### src/rtl/core/chg_pkg.sv
// ----------------------------------------------------------------------------
// chg_pkg
// Types and constants shared by the charger start gate and current ramp.
// ----------------------------------------------------------------------------
package chg_pkg;

    // Item kinds
    typedef enum logic [1:0] {
        OP_START = 2'd0,
        OP_TICK  = 2'd1,
        OP_DUTY  = 2'd2,
        OP_NONE  = 2'd3
    } chg_op_t;

    // Interface modes; codes 5 to 7 keep the start decision
    typedef enum logic [2:0] {
        MODE_NONE  = 3'd0,
        MODE_DC    = 3'd1,
        MODE_LIM   = 3'd2,
        MODE_CPC   = 3'd3,
        MODE_COMBO = 3'd4,
        MODE_OTHER = 3'd5,
        MODE_RSV6  = 3'd6,
        MODE_RSV7  = 3'd7
    } chg_mode_t;

    // Configuration register indexes
    typedef enum logic [1:0] {
        REG_INTERFACE_MODE = 2'd0,
        REG_VOLTAGE_TARGET = 2'd1,
        REG_TIMEOUT_RELOAD = 2'd2,
        REG_MAX_CURRENT    = 2'd3
    } chg_reg_t;

    localparam int unsigned CFG_DATA_W        = 10;
    localparam logic [9:0]  TIMEOUT_RESET     = 10'd300;
    localparam logic [7:0]  MAX_CURRENT_RESET = 8'h78;
    localparam logic [13:0] VOLT_SCALE        = 14'd10;

    typedef struct packed {
        chg_mode_t  interface_mode;
        logic [9:0] voltage_target;
        logic [9:0] timeout_reload;
        logic [7:0] max_current;
    } chg_cfg_t;

    typedef struct packed {
        chg_op_t    opcode;
        logic       run_request;
        logic       ac_request;
        logic       charge_mode_active;
        logic [9:0] measured_volts;
        logic [7:0] pilot_duty;
    } chg_item_t;

    typedef struct packed {
        logic        clear_to_start;
        logic        pull_in_evse;
        logic        frame_valid;
        logic [15:0] setpoint_word;
        logic [7:0]  current_setpoint;
        logic        charging;
        logic        pilot_timeout;
    } chg_result_t;

endpackage

### src/rtl/core/chg_cfg_regs.sv
// ----------------------------------------------------------------------------
// chg_cfg_regs
// Configuration register file written over the config write channel.
// ----------------------------------------------------------------------------
module chg_cfg_regs
(
    input  logic                        clk,
    input  logic                        rst_n,
    input  logic                        wr_en,
    input  chg_pkg::chg_reg_t           wr_index,
    input  logic [chg_pkg::CFG_DATA_W-1:0] wr_data,
    output chg_pkg::chg_cfg_t           cfg
);
    import chg_pkg::*;

    chg_cfg_t cfg_reg;
    chg_cfg_t cfg_next;

    // Select the register addressed by the write
    always_comb
    begin
        cfg_next = cfg_reg;
        if (wr_en)
        begin
            case (wr_index)
                REG_INTERFACE_MODE: cfg_next.interface_mode = chg_mode_t'(wr_data[2:0]);
                REG_VOLTAGE_TARGET: cfg_next.voltage_target = wr_data[9:0];
                REG_TIMEOUT_RELOAD: cfg_next.timeout_reload = wr_data[9:0];
                REG_MAX_CURRENT:    cfg_next.max_current    = wr_data[7:0];
                default:            cfg_next = cfg_reg;
            endcase
        end
    end

    // Hold the registers
    always_ff @(posedge clk or negedge rst_n)
    begin
        if (!rst_n)
        begin
            cfg_reg.interface_mode <= MODE_NONE;
            cfg_reg.voltage_target <= '0;
            cfg_reg.timeout_reload <= TIMEOUT_RESET;
            cfg_reg.max_current    <= MAX_CURRENT_RESET;
        end
        else
        begin
            cfg_reg <= cfg_next;
        end
    end

    assign cfg = cfg_reg;

endmodule

### src/rtl/core/chg_step.sv
// ----------------------------------------------------------------------------
// chg_step
// Gate and ramp state with the single-pass update for one item.
// ----------------------------------------------------------------------------
module chg_step
(
    input  logic                 clk,
    input  logic                 rst_n,
    input  logic                 step_en,
    input  chg_pkg::chg_item_t   item,
    input  chg_pkg::chg_cfg_t    cfg,
    output chg_pkg::chg_result_t result
);
    import chg_pkg::*;

    logic [7:0] stored_duty_reg,   stored_duty_next;
    logic [9:0] timeout_count_reg, timeout_count_next;
    logic       timed_out_reg,     timed_out_next;
    logic       start_permit_reg,  start_permit_next;
    logic [7:0] current_ramp_reg,  current_ramp_next;
    logic       charging_reg,      charging_next;

    logic [13:0] volt_word;
    logic [8:0]  ramp_step;

    // Scale the voltage target to the frame word
    assign volt_word = {4'd0, cfg.voltage_target} * VOLT_SCALE;

    // Step the ramp toward the target, clamp to the maximum
    always_comb
    begin
        ramp_step = {1'b0, current_ramp_reg};
        if (item.measured_volts < cfg.voltage_target)
        begin
            ramp_step = ramp_step + 9'd1;
        end
        else if (current_ramp_reg != 8'd0)
        begin
            ramp_step = ramp_step - 9'd1;
        end
        if (ramp_step >= {1'b0, cfg.max_current})
        begin
            ramp_step = {1'b0, cfg.max_current};
        end
    end

    // Work out the next state and the result for this item
    always_comb
    begin
        stored_duty_next   = stored_duty_reg;
        timeout_count_next = timeout_count_reg;
        timed_out_next     = timed_out_reg;
        start_permit_next  = start_permit_reg;
        current_ramp_next  = current_ramp_reg;
        charging_next      = charging_reg;
        result             = '0;

        case (item.opcode)
            OP_START:
            begin
                case (cfg.interface_mode)
                    MODE_NONE:
                    begin
                        if (item.run_request && item.ac_request)
                        begin
                            start_permit_next = !timed_out_reg;
                        end
                        else
                        begin
                            timed_out_next     = 1'b0;
                            timeout_count_next = cfg.timeout_reload;
                            start_permit_next  = 1'b0;
                        end
                    end
                    MODE_DC:
                    begin
                        start_permit_next = (stored_duty_reg != 8'd0) && item.run_request;
                    end
                    MODE_LIM, MODE_CPC, MODE_COMBO:
                    begin
                        start_permit_next = item.run_request && item.ac_request;
                    end
                    default:
                    begin
                        start_permit_next = start_permit_reg;
                    end
                endcase
            end
            OP_TICK:
            begin
                if (item.charge_mode_active)
                begin
                    // Pilot duty countdown
                    if (stored_duty_reg == 8'd0)
                    begin
                        if (timeout_count_reg != 10'd0)
                        begin
                            timeout_count_next = timeout_count_reg - 10'd1;
                        end
                        else
                        begin
                            timed_out_next = 1'b1;
                        end
                    end
                    else
                    begin
                        timeout_count_next = cfg.timeout_reload;
                        timed_out_next     = 1'b0;
                    end
                    result.pull_in_evse     = start_permit_reg;
                    result.frame_valid      = 1'b1;
                    result.setpoint_word    = {2'd0, volt_word};
                    result.current_setpoint = current_ramp_reg;
                    if (start_permit_reg)
                    begin
                        current_ramp_next = ramp_step[7:0];
                        charging_next     = 1'b1;
                    end
                    else
                    begin
                        current_ramp_next = 8'd0;
                    end
                end
                else
                begin
                    charging_next = 1'b0;
                end
            end
            OP_DUTY:
            begin
                stored_duty_next = item.pilot_duty;
            end
            default:
            begin
                stored_duty_next = stored_duty_reg;
            end
        endcase

        result.clear_to_start = start_permit_next;
        result.charging       = charging_next;
        result.pilot_timeout  = timed_out_next;
    end

    // Commit the state when the item passes through
    always_ff @(posedge clk or negedge rst_n)
    begin
        if (!rst_n)
        begin
            stored_duty_reg   <= '0;
            timeout_count_reg <= TIMEOUT_RESET;
            timed_out_reg     <= 1'b0;
            start_permit_reg  <= 1'b0;
            current_ramp_reg  <= '0;
            charging_reg      <= 1'b0;
        end
        else if (step_en)
        begin
            stored_duty_reg   <= stored_duty_next;
            timeout_count_reg <= timeout_count_next;
            timed_out_reg     <= timed_out_next;
            start_permit_reg  <= start_permit_next;
            current_ramp_reg  <= current_ramp_next;
            charging_reg      <= charging_next;
        end
    end

endmodule

### src/rtl/core/charger_start_gate_and_current_ramp.sv
// ----------------------------------------------------------------------------
// charger_start_gate_and_current_ramp
// Charger start gate with pilot timeout and current setpoint ramp.
// ----------------------------------------------------------------------------
//  channel   direction  signals                          accepted when
//  s_axis    in         s_tvalid s_tready s_tdata s_tuser  s_tvalid & s_tready
//  m_axis    out        m_tvalid m_tready m_tdata m_tuser  m_tvalid & m_tready
//  cfg       in         cfg_valid cfg_ready cfg_index cfg_data  cfg_valid & cfg_ready
//
// One item per cycle while m_tready does not stall: an item is held in the input
// register, the state update and result are formed in one pass and land in the
// result register. A stall on m_tready holds the result register and
// then the input register; s_tready drops only when both are full. Reset
// clears the state and loads the register reset values; no clearing pass.
// ----------------------------------------------------------------------------
module charger_start_gate_and_current_ramp
(
    input  logic        clk,
    input  logic        rst_n,
    // input item
    input  logic        s_tvalid,
    output logic        s_tready,
    input  logic [23:0] s_tdata,   // run_request, ac_request, charge_mode_active,
                                   // measured_volts[9:0], pilot_duty[7:0], zero pad
    input  logic [1:0]  s_tuser,   // opcode[1:0]
    // result item
    output logic        m_tvalid,
    input  logic        m_tready,
    output logic [31:0] m_tdata,   // clear_to_start, pull_in_evse, setpoint_word[15:0],
                                   // current_setpoint[7:0], charging, pilot_timeout, zero pad
    output logic        m_tuser,   // frame_valid
    // configuration writes
    input  logic        cfg_valid,
    output logic        cfg_ready,
    input  logic [1:0]  cfg_index,
    input  logic [9:0]  cfg_data
);
    import chg_pkg::*;

    logic        in_valid_reg,  in_valid_next;
    chg_item_t   in_item_reg;
    logic        out_valid_reg, out_valid_next;
    chg_result_t out_res_reg;
    logic        advance;
    logic        s_accept;
    chg_item_t   s_item;
    chg_cfg_t    cfg;
    chg_result_t step_res;

    // Unpack the input item
    assign s_item.opcode             = chg_op_t'(s_tuser);
    assign s_item.run_request        = s_tdata[0];
    assign s_item.ac_request         = s_tdata[1];
    assign s_item.charge_mode_active = s_tdata[2];
    assign s_item.measured_volts     = s_tdata[12:3];
    assign s_item.pilot_duty         = s_tdata[20:13];

    // Handshake control
    assign advance   = in_valid_reg && (!out_valid_reg || m_tready);
    assign s_tready  = !in_valid_reg || advance;
    assign s_accept  = s_tvalid && s_tready;
    assign cfg_ready = 1'b1;

    always_comb
    begin
        in_valid_next = in_valid_reg;
        if (s_accept)
        begin
            in_valid_next = 1'b1;
        end
        else if (advance)
        begin
            in_valid_next = 1'b0;
        end

        out_valid_next = out_valid_reg;
        if (advance)
        begin
            out_valid_next = 1'b1;
        end
        else if (m_tready)
        begin
            out_valid_next = 1'b0;
        end
    end

    always_ff @(posedge clk or negedge rst_n)
    begin
        if (!rst_n)
        begin
            in_valid_reg  <= 1'b0;
            out_valid_reg <= 1'b0;
        end
        else
        begin
            in_valid_reg  <= in_valid_next;
            out_valid_reg <= out_valid_next;
        end
    end

    // Capture the item and the result
    always_ff @(posedge clk)
    begin
        if (s_accept)
        begin
            in_item_reg <= s_item;
        end
        if (advance)
        begin
            out_res_reg <= step_res;
        end
    end

    chg_cfg_regs u_cfg
    (
        .clk      (clk),
        .rst_n    (rst_n),
        .wr_en    (cfg_valid),
        .wr_index (chg_reg_t'(cfg_index)),
        .wr_data  (cfg_data),
        .cfg      (cfg)
    );

    chg_step u_step
    (
        .clk     (clk),
        .rst_n   (rst_n),
        .step_en (advance),
        .item    (in_item_reg),
        .cfg     (cfg),
        .result  (step_res)
    );

    // Pack the result item
    assign m_tvalid = out_valid_reg;
    assign m_tuser  = out_res_reg.frame_valid;
    assign m_tdata  = {4'd0,
                       out_res_reg.pilot_timeout,
                       out_res_reg.charging,
                       out_res_reg.current_setpoint,
                       out_res_reg.setpoint_word,
                       out_res_reg.pull_in_evse,
                       out_res_reg.clear_to_start};

endmodule

### config.mk
export PLATFORM = sky130hd
export DESIGN_NAME = charger_start_gate_and_current_ramp
export DESIGN_NICKNAME = d
export VERILOG_FILES = /design/src/rtl/core/chg_pkg.sv /design/src/rtl/core/chg_cfg_regs.sv /design/src/rtl/core/chg_step.sv /design/src/rtl/core/charger_start_gate_and_current_ramp.sv
export SDC_FILE = /design/constraint.sdc
export NUM_CORES = 1
export LEC_CHECK = 0
export BUFFER_PORTS_ARGS = -buffer_cell sky130_fd_sc_hd__buf_2
export CAP_MARGIN = 20
export CORE_MARGIN = 4
export CORE_UTILIZATION = 58
export DETAILED_ROUTE_END_ITERATION = 10
export GPL_TIMING_DRIVEN = 0
export PLACE_DENSITY_LB_ADDON = 0.25
export SYNTH_ARGS = -nofsm -noshare
export SYNTH_HDL_FRONTEND = slang
export SYNTH_SLANG_ARGS = --single-unit
### constraint.sdc
create_clock -name clk -period 4.66 [get_ports clk]
set_input_delay 0.233 -clock clk [delete_from_list [all_inputs] [get_ports clk]]
set_output_delay 0.233 -clock clk [all_outputs]
set_load 0.005 [all_outputs]
# Yosys cells after proc, flatten, opt, wreduce, memory -nomap -nowiden
# Index checks and enable logic that the tools add are counted.
dict set report word_totals {
  inputBits 43
  ff_bits 114
  wordCells 100
  out_inout_bits 36
}
dict set report classes {
  reduce_logical 28
  magnitude_cmp 2
  mul 1
  n_eq_ne 13
  n_addsub 3
  muxes 27
}
# op count
set op_table {}
lappend op_table {{$mux 10} 5}
lappend op_table {{$mux 25} 1}
lappend op_table {{$pmux 10 s2} 1}
lappend op_table {{$mux 9} 2}
lappend op_table {{$mux 8} 2}
lappend op_table {{$reduce_bool 8->1} 2}
lappend op_table {{$mux 1} 14}
lappend op_table {{$mul 10x3->13 const B} 1}
lappend op_table {{$reduce_and 2->1} 6}
lappend op_table {{$lt 10x10->1} 1}
lappend op_table {{$reduce_bool 10->1} 1}
lappend op_table {{$sub 10x1->10 const B} 1}
lappend op_table {{$add 8x1->9 const B} 1}
lappend op_table {{$ge 9x8->1} 1}
lappend op_table {{$sub 8x1->9 const B} 1}
lappend op_table {{$logic_not 8->1} 1}
lappend op_table {{$eq 2x2->1 const B} 3}
lappend op_table {{$eq 3x2->1 const B} 2}
lappend op_table {{$reduce_and 6->1} 1}
lappend op_table {{$reduce_bool 2->1} 3}
lappend op_table {{$eq 2x1->1 const B} 2}
lappend op_table {{$logic_and 1x1->1} 4}
lappend op_table {{$logic_not 2->1} 2}
lappend op_table {{$ne 2x2->1 const B} 2}
lappend op_table {{other kinds (11)} 14}

# Longest topological paths before layout
# Gate-level depths: netlist of the first run.
dict set report logic_depth {
  depth_word 6
  ltp_mapped 17
  depth_no_buf 15
}

# Hierarchy
# Synthesis of the first run repeated with hierarchy kept, for this count alone.
dict set report unflattened {
  hier_cells 495
  hier_area_um2 5987.0
}
# module cells_per_inst area_per_inst_um2 seq_area_each_um2 instances
set by_module_without_submodules {}
lappend by_module_without_submodules {chg_step 360 3006.6 730.7 1}
lappend by_module_without_submodules {charger_start_gate_and_current_ramp 67 1710.4 1611.5 1}
lappend by_module_without_submodules {chg_cfg_regs 68 1270.0 785.8 1}

# Worst setup path after synthesis of the first run
# No wires, ideal clock.
dict set report synth_timing {
  path_kind {reg2reg}
  from {register u_cfg.cfg_reg, in the netlist u_cfg.cfg[27]}
  to {register u_step.current_ramp_reg[0]}
  t_required_ns 4.534
  path_buffers 2
  setup_slack_ns 1.090
  t_arrival_ns 3.444
  setup_ns 0.126
  stages_incl_launch_ff 17
  path_cell_list {dfrtp_1 > inv_1 > ha_1 > nand4_1 > o31ai_1 > clkbuf_1 > o21ai_0 > o221ai_1 > o211ai_1 > ha_1 > o211ai_1 > o21ai_0 > a211oi_1 > a2bb2oi_4 > buf_6 > nor2_2 > a221o_1}
}
dict set report synth_via {
  elab_chain_len 5
}
# item line_no
set synth_lines {}
lappend synth_lines {{start: declaration} chg_cfg_regs.sv:16} ;# chg_cfg_t cfg_reg;
lappend synth_lines {{start signal: assignment} chg_cfg_regs.sv:47} ;# cfg_reg <= cfg_next;
lappend synth_lines {{$lt 10x10->1 *} chg_step.sv:33} ;# if (item.measured_volts < cfg.voltage_target)
lappend synth_lines {{$mux 9 *} chg_step.sv:33}
lappend synth_lines {{$ge 9x8->1} chg_step.sv:41} ;# if (ramp_step >= {1'b0, cfg.max_current})
lappend synth_lines {{$mux 8 *} chg_step.sv:41}
lappend synth_lines {{$mux 8 *} chg_step.sv:114} ;# if (start_permit_reg)
lappend synth_lines {{end signal: assignment} chg_step.sv:162} ;# current_ramp_reg <= current_ramp_next;
lappend synth_lines {{end: declaration} chg_step.sv:20} ;# logic [7:0] current_ramp_reg, current_ramp_next;
# Every way passes the cells marked *; elsewhere a longest branch is shown, timed or not.
# A chain may end at the register's enable or synchronous reset.

# Final worst setup path of the first run
dict set report layout_timing {
  from {register u_cfg.cfg_reg, in the netlist u_cfg.cfg[27]}
  to {register u_step.current_ramp_reg[5]}
}
# Same word-level chain as after synthesis.

==> summary.txt, run 1 <==
HP Class = input port to flip-flop
NumNets Final = 687
hold slack final = 13.6 ps
R2R setup slack = 350 ps
R2R Path Start = u_cfg.cfg[27]
io pins = 79
Iteration-0 DRC Markers = 135
CTS clk-pin slew, worst paths = 120 ps
Critical Path Fanout Max = 10
Final Cycle Share = 0.924
fill count = 737
Syn Inst Count = 512
worst rel slew slack = 0.330
fin. max-slew vios = 0
Critical Path Start = u_cfg.cfg[27]
Routed Antenna Nets = 0
antenna diode count = 0
Final Cell Area = 0.00669 mm²
Routability Congestion = 0.928
final setup TNS = 0 ps
Critical Path Start Type = flip-flop
max FFs per register = 31
GR Overflow Total = 0
Max clock buf depth = 2
initial antenna violation count = 0
Final Setup Violations = 0
Post-DP Area = 0.00637 mm²
Async SR Flop Fraction = 0.559
vias in the first global route = 4,040
Layout Skew = 21.2 ps
# DRC = 0
Die Width = 108 µm
row count = 36
worst skew pair latency = 380 ps
DP Worst Slack = 230 ps
CTS tree = done
htree depth = 3
static leakage = 0.00295 µW
sequential cell area = 0.00304 mm²
Area growth syn-to-layout = 14.9%
Die Area = 0.0117 mm²
CP endpoint kind = flip-flop
Critical Path AT = 4560 ps
Routed WL = 11,800 µm
max-cap viol count = 0
Power Total = 3160 µW
Multi-input gate area = 0.00257 mm²
Final Hold Viols = 0
DRT Pass-1 Iters = 5
GRT Overall Usage = 0.213
DR vias/cell = 5.63
pin count of the biggest net entering global routing = 43
status = finished clean
syn_area_per_cell = 11.4 µm²
CTS Sinks = 111
number of port buffers = 67
HPWL Detailed = 8950 µm
vias post-DR = 4,186
global-route wire length before repair = 19,400 µm
most frequent cells in the layout = buf_2, nor2_1, dfrtp_1
Worst Reg-to-Reg Cells = 16
synth warn = 0
Root Driver = clkbuf_8
Max Fclk = 0.232 GHz
Yosys cell types = 67
top_reg_cell synth = dfrtp_1
fin worst setup slack = 353 ps
Slew @ Worst Pin = 999 ps
wire length per cell = 15.9 µm
min Tclk post-route = 4310 ps
Hold Path Cell Cnt = 1
total CTS buffers = 9
cell area power density = 472 mW/mm²
initial core utilization = 0.596
most common cell after layout, fill and taps aside = buf_2
critical path class = flip-flop to flip-flop
Seq/Total Area, Yosys = 0.521
Peak VDD IR = 0.227 mV
Worst Path Required = 4910 ps
fraction of layout cells with a size suffix above 1 = 0.264
reg2reg end = u_step.current_ramp_reg[5]
Die Span Y = 108 µm
Core ar. = 0.00977 mm²
Synth Cell Area = 0.00583 mm²
Yosys reg bits = 111
Worst Setup EP = u_step.current_ramp_reg[5]
EDFF count, synth = 49
Setup Buffers After CTS = 0
RSZ-0062 raised after global routing = false
[final cells by class]
type | instances | area share
flip-flops and latches | 111 | 0.454
multi-input cells | 352 | 0.384
repair buffers | 77 | 0.0666
well taps | 133 | 0.0249
plain buffers | 24 | 0.0208
clock buffers | 9 | 0.0185
inverters | 31 | 0.0174
clock inverters | 7 | 0.0144
[cells in the mapped netlist, types with 4 or more instances]
cell type,count,share of area
a211oi_1,5,0.0064
dfrtp_1,50,0.21
nand2_1,27,0.017
a21o_1,4,0.0052
mux2_2,41,0.079
buf_4,8,0.010
nand3_1,8,0.0069
o22ai_1,5,0.0054
o21ai_0,20,0.017
nand2b_1,8,0.0086
dfstp_2,12,0.054
clkbuf_1,12,0.0077
o211ai_1,5,0.0064
mux2i_1,4,0.0069
a21oi_1,19,0.016
nand3b_1,4,0.0052
nor2_1,50,0.032
edfxtp_1,49,0.25
o21a_1,5,0.0064
and3_1,10,0.011
a31oi_1,4,0.0043
ha_1,37,0.079
nor3_1,17,0.015
inv_1,30,0.019
nor2b_1,7,0.0075
[power breakdown]
part / internal (µW) / total [µW] / switching [µW]
clock network: 227 / 607 / 380
logic: 559 / 1190 / 629
registers: 1220 / 1360 / 141
total: 2010 / 3160 / 1150
[timing repair]
item	4_1_cts	5_1_grt
endpoints found under the hold margin	23	4
hold buffers	5	4
resized for setup	0	4
endpoints found under the setup margin	0	8
[per-layer routing]
layer / share of wire / GRT usage / wire length [µm]
met5: 0 / 0 / 0
met3: 0.049 / 0.0263 / 580
met1: 0.43 / 0.280 / 5130
met4: 0.021 / 0.0839 / 246
met2: 0.50 / 0.360 / 5880
[worst min-delay path by stage]
| stage | start | to | slack [ps] |
|---|---|---|---|
| after floorplan | rst_n | in_valid_reg | -60 |
| after global placement | s_tuser[0] | in_item_reg[21] | 410 |
| after detailed placement | rst_n | u_cfg.cfg[1] | 220 |
| after CTS | s_tdata[14] | in_item_reg[1] | 0.2 |
| after global routing | s_tdata[19] | in_item_reg[6] | 0.6 |
| final | s_tdata[11] | in_item_reg[16] | 10 |
[cells by family (layout without fill, tap and decap cells)]
logic type / Yosys count / in the layout / synth area share
fa+ha+maj: 38 / 38 / 0.0829
xor+xnor: 6 / 6 / 0.00902
mux: 45 / 45 / 0.0861
flops: 111 / 111 / 0.521
buf+inv: 55 / 148 / 0.0436
other cells: 2 / 8 / 0.00129
simple gates: 153 / 153 / 0.132
compound gates: 102 / 102 / 0.124
[worst max-delay path: stages, from the launching register on]
cell       delay, ps
dfrtp_1          460
inv_1            100
ha_1             320
nand4_1          150
nor3_2           440
clkbuf_1         400
o21ai_0          190
o221ai_1         270
o211ai_1         160
ha_1             310
o211ai_1          90
o21ai_0          120
a211oi_1         430
a2bb2oi_4        230
buf_6            170
mux2i_1          240
o22ai_1          100
[through the flow]
stage / utilization / instances
3_3_place_gp: 0.650 / 718
5_1_grt: 0.685 / 744
4_1_cts: 0.679 / 740
6_report: 0.685 / 744
3_5_place_dp: 0.652 / 719
2_1_floorplan: - / 518
No activity file was read; power rests on OpenSTA's default activity.
==> inputs of run 2 (changes only) <==
--- a/config.mk
+++ b/config.mk
@@ -7,8 +7,9 @@
 export LEC_CHECK = 0
 export BUFFER_PORTS_ARGS = -buffer_cell sky130_fd_sc_hd__buf_2
 export CAP_MARGIN = 20
+export CORE_ASPECT_RATIO = 1.25
 export CORE_MARGIN = 4
-export CORE_UTILIZATION = 58
+export CORE_UTILIZATION = 40
 export DETAILED_ROUTE_END_ITERATION = 10
 export GPL_TIMING_DRIVEN = 0
 export PLACE_DENSITY_LB_ADDON = 0.25
==> run 2 against run 1 <==
Clock skew is 8.6 ps lower. Routed wire length is 5.2% higher. Via count is 0.84% lower. Clock power is 25% higher. Cell count is 5.1% higher. Sequential share of layout area is 0.48 points lower. Design area is 1.1% higher. Setup slack worse by 33 ps. Combinational power hardly changed. Largest cell class unchanged. Utilization is 21 points lower. Sequential power hardly changed. Clock-buffer cell count is 1 higher.
==> summary.txt, run 2 (synthesized netlist as in run 1, its figures left out) <==
Core ar. = 0.0143 mm² (was 0.00977 mm²)
number of port buffers = 67 (unchanged)
Switch Pwr = 1140 µW (was 1150 µW)
initial core utilization = 0.406 (was 0.596)
Final Cycle Share = 0.931 (was 0.924)
worst rel slew slack = 0.319 (was 0.330)
vias in the first global route = 4,236 (was 4,040)
R2R Path Start = u_cfg.cfg[27] (unchanged)
most common cell after layout, fill and taps aside = buf_2 (unchanged)
Area growth syn-to-layout = 16.1% (was 14.9%)
power share of the clock group = 0.229 (was 0.192)
Flop pwr share = 0.412 (was 0.432)
internal power = 2160 µW (was 2010 µW)
status = finished clean (unchanged)
fin. max-slew vios = 0 (unchanged)
initial antenna violation count = 0 (unchanged)
GRT Overall Usage = 0.160 (was 0.213)
critical-path cell list = inv_1, ha_1, nand4_1, nor3_1, clkbuf_1, o21ai_0, o221ai_1, o211ai_1, ha_1, o211ai_1, o21ai_0, a211oi_1, a2bb2oi_4, buf_6, mux2i_1, o22ai_1 (was inv_1, ha_1, nand4_1, nor3_2, clkbuf_1, o21ai_0, o221ai_1, o211ai_1, ha_1, o211ai_1, o21ai_0, a211oi_1, a2bb2oi_4, buf_6, mux2i_1, o22ai_1)
DRT Pass-1 Iters = 5 (unchanged)
wire length per cell = 15.9 µm (about the same)
Root Driver = clkbuf_16 (was clkbuf_8)
Power Total = 3300 µW (was 3160 µW)
row count = 49 (was 36)
# DRC = 0 (unchanged)
Routability Congestion = 0.945 (was 0.928)
GR Overflow Total = 0 (unchanged)
HP Class = input port to flip-flop (unchanged)
reg2reg end = u_step.current_ramp_reg[1] (was u_step.current_ramp_reg[5])
Setup Buffers After CTS = 0 (unchanged)
HPWL Detailed = 9620 µm (was 8950 µm)
Worst Reg-to-Reg Cells = 16 (unchanged)
Buffers & Inverters on Critical Path = 3 (unchanged)
antenna diode count = 0 (unchanged)
CTS tree = done (unchanged)
worst skew pair latency = 350 ps (was 380 ps)
Die Width = 116 µm (was 108 µm)
Final Cell Area = 0.00676 mm² (was 0.00669 mm²)
io pins = 79 (unchanged)
critical path class = flip-flop to flip-flop (unchanged)
RSZ-0062 raised after global routing = false (unchanged)
Max Fclk = 0.230 GHz (was 0.232 GHz)
final setup TNS = 0 ps (unchanged)
Peak VDD IR = 0.202 mV (was 0.227 mV)
Slew @ Worst Pin = 1020 ps (was 999 ps)
Post-DP Area = 0.00643 mm² (was 0.00637 mm²)
hold path startpoint = s_tdata[6] (was s_tdata[11])
min Tclk post-route = 4340 ps (was 4310 ps)
WHS Endpoint = in_item_reg[11] (was in_item_reg[16])
Critical Path Start Type = flip-flop (unchanged)
Die Span Y = 143 µm (was 108 µm)
global-route wire length before repair = 20,700 µm (was 19,400 µm)
Final Setup Violations = 0 (unchanged)
Top delay family on crit path = compound AO/OA/AOI/OAI gates (unchanged)
CTS clk-pin slew, worst paths = 80 ps (was 120 ps)
sw frac = 0.345 (was 0.364)
Critical Path Slowest Stage Cell = nor3_1 (was dfrtp_1)
Comb pwr share = 0.359 (was 0.376)
Final Hold Viols = 0 (unchanged)
max-cap viol count = 0 (unchanged)
Routed Antenna Nets = 0 (unchanged)
max FFs per register = 31 (unchanged)
Iteration-0 DRC Markers = 171 (was 135)
DR vias/cell = 5.31 (was 5.63)
Critical Path AT = 4550 ps (was 4560 ps)
CP max stage delay = 620 ps (was 460 ps)
Max clock buf depth = 2 (unchanged)
htree depth = 3 (unchanged)
Routed WL = 12,400 µm (was 11,800 µm)
sequential cell area = 0.00304 mm² (unchanged)
Die Area = 0.0166 mm² (was 0.0117 mm²)
cell area power density = 488 mW/mm² (was 472 mW/mm²)
R2R setup slack = 320 ps (was 350 ps)
Layout Skew = 12.6 ps (was 21.2 ps)
static leakage = 0.00296 µW (was 0.00295 µW)
fraction of layout cells with a size suffix above 1 = 0.263 (was 0.264)
Multi-input gate area = 0.00256 mm² (was 0.00257 mm²)
most frequent cells in the layout = buf_2, nor2_1, dfrtp_1 (unchanged)
pin count of the biggest net entering global routing = 39 (was 43)
fill count = 1,326 (was 737)
CP endpoint kind = flip-flop (unchanged)
total CTS buffers = 9 (unchanged)
Worst Path Required = 4870 ps (was 4910 ps)
NumNets Final = 680 (was 687)
Critical Path Fanout Max = 10 (unchanged)
CTS Sinks = 111 (unchanged)
Hold Path Cell Cnt = 1 (unchanged)
vias post-DR = 4,151 (was 4,186)
[run 2: metrics by stage]
stage,worst slack (ps),util,instances,hold WS (ps)
after floorplan,1090,-,518,-62.6
after global placement,334,0.447,763,409
after detailed placement,276,0.448,764,275
after CTS,242,0.469,781,35.4
after global routing,46.1,0.471,782,35.9
final,320,0.471,782,48.0
[run 2: routing by layer]
metal	vias up	GRT usage	wire length (µm)
met3	20	0.0259	500
li1	2032	-	-
met2	92	0.294	6730
met4	0	0.0605	244
met1	2007	0.183	4970
met5	-	0	0
[run 2: timing repair]
action / CTS / global route
endpoints found under the setup margin: 0 / 3
hold buffers: 1 / 0
resized for setup: 0 / 1
endpoints found under the hold margin: 19 / 0
[run 2: cell type report]
class | count | area share
inverter | 31 | 0.0172
timing repair buffer | 70 | 0.0581
tap | 178 | 0.0329
sequential | 111 | 0.449
clock inverter | 6 | 0.00962
buffer | 24 | 0.0203
multi-input combinational | 352 | 0.379
clock buffer | 10 | 0.0339
[run 2: power by group through the flow]
stage	Combinational (µW)	Sequential (µW)	Clock [µW]
after global routing	1340	1390	815
final	1190	1360	758
after detailed placement	1180	1380	0
after global placement	1140	1370	0
after CTS	1190	1360	781
after floorplan	910	1340	0
[run 2: how the worst max path moves through the flow]
stage / from / end / slack [ps] / cells after the start
after global routing: u_cfg.cfg[27] / u_step.current_ramp_reg[1] / 50 / 16
after floorplan: u_cfg.cfg[27] / u_step.current_ramp_reg[0] / 1090 / 16
after CTS: u_cfg.cfg[27] / u_step.current_ramp_reg[0] / 240 / 16
final: u_cfg.cfg[27] / u_step.current_ramp_reg[1] / 320 / 16
after detailed placement: u_cfg.cfg[27] / u_step.current_ramp_reg[0] / 280 / 16
after global placement: u_cfg.cfg[27] / u_step.current_ramp_reg[5] / 330 / 16
[run 2: worst reg2reg max path, delay by kind of cell (launching register included)]
family	cells	cell delay, ps
and+or+nand+nor	2	790
adders and majority gates	2	600
buffers and inverters	3	690
AOI/OAI and AO/OA	8	1500
muxes	1	200
DFF	1	430
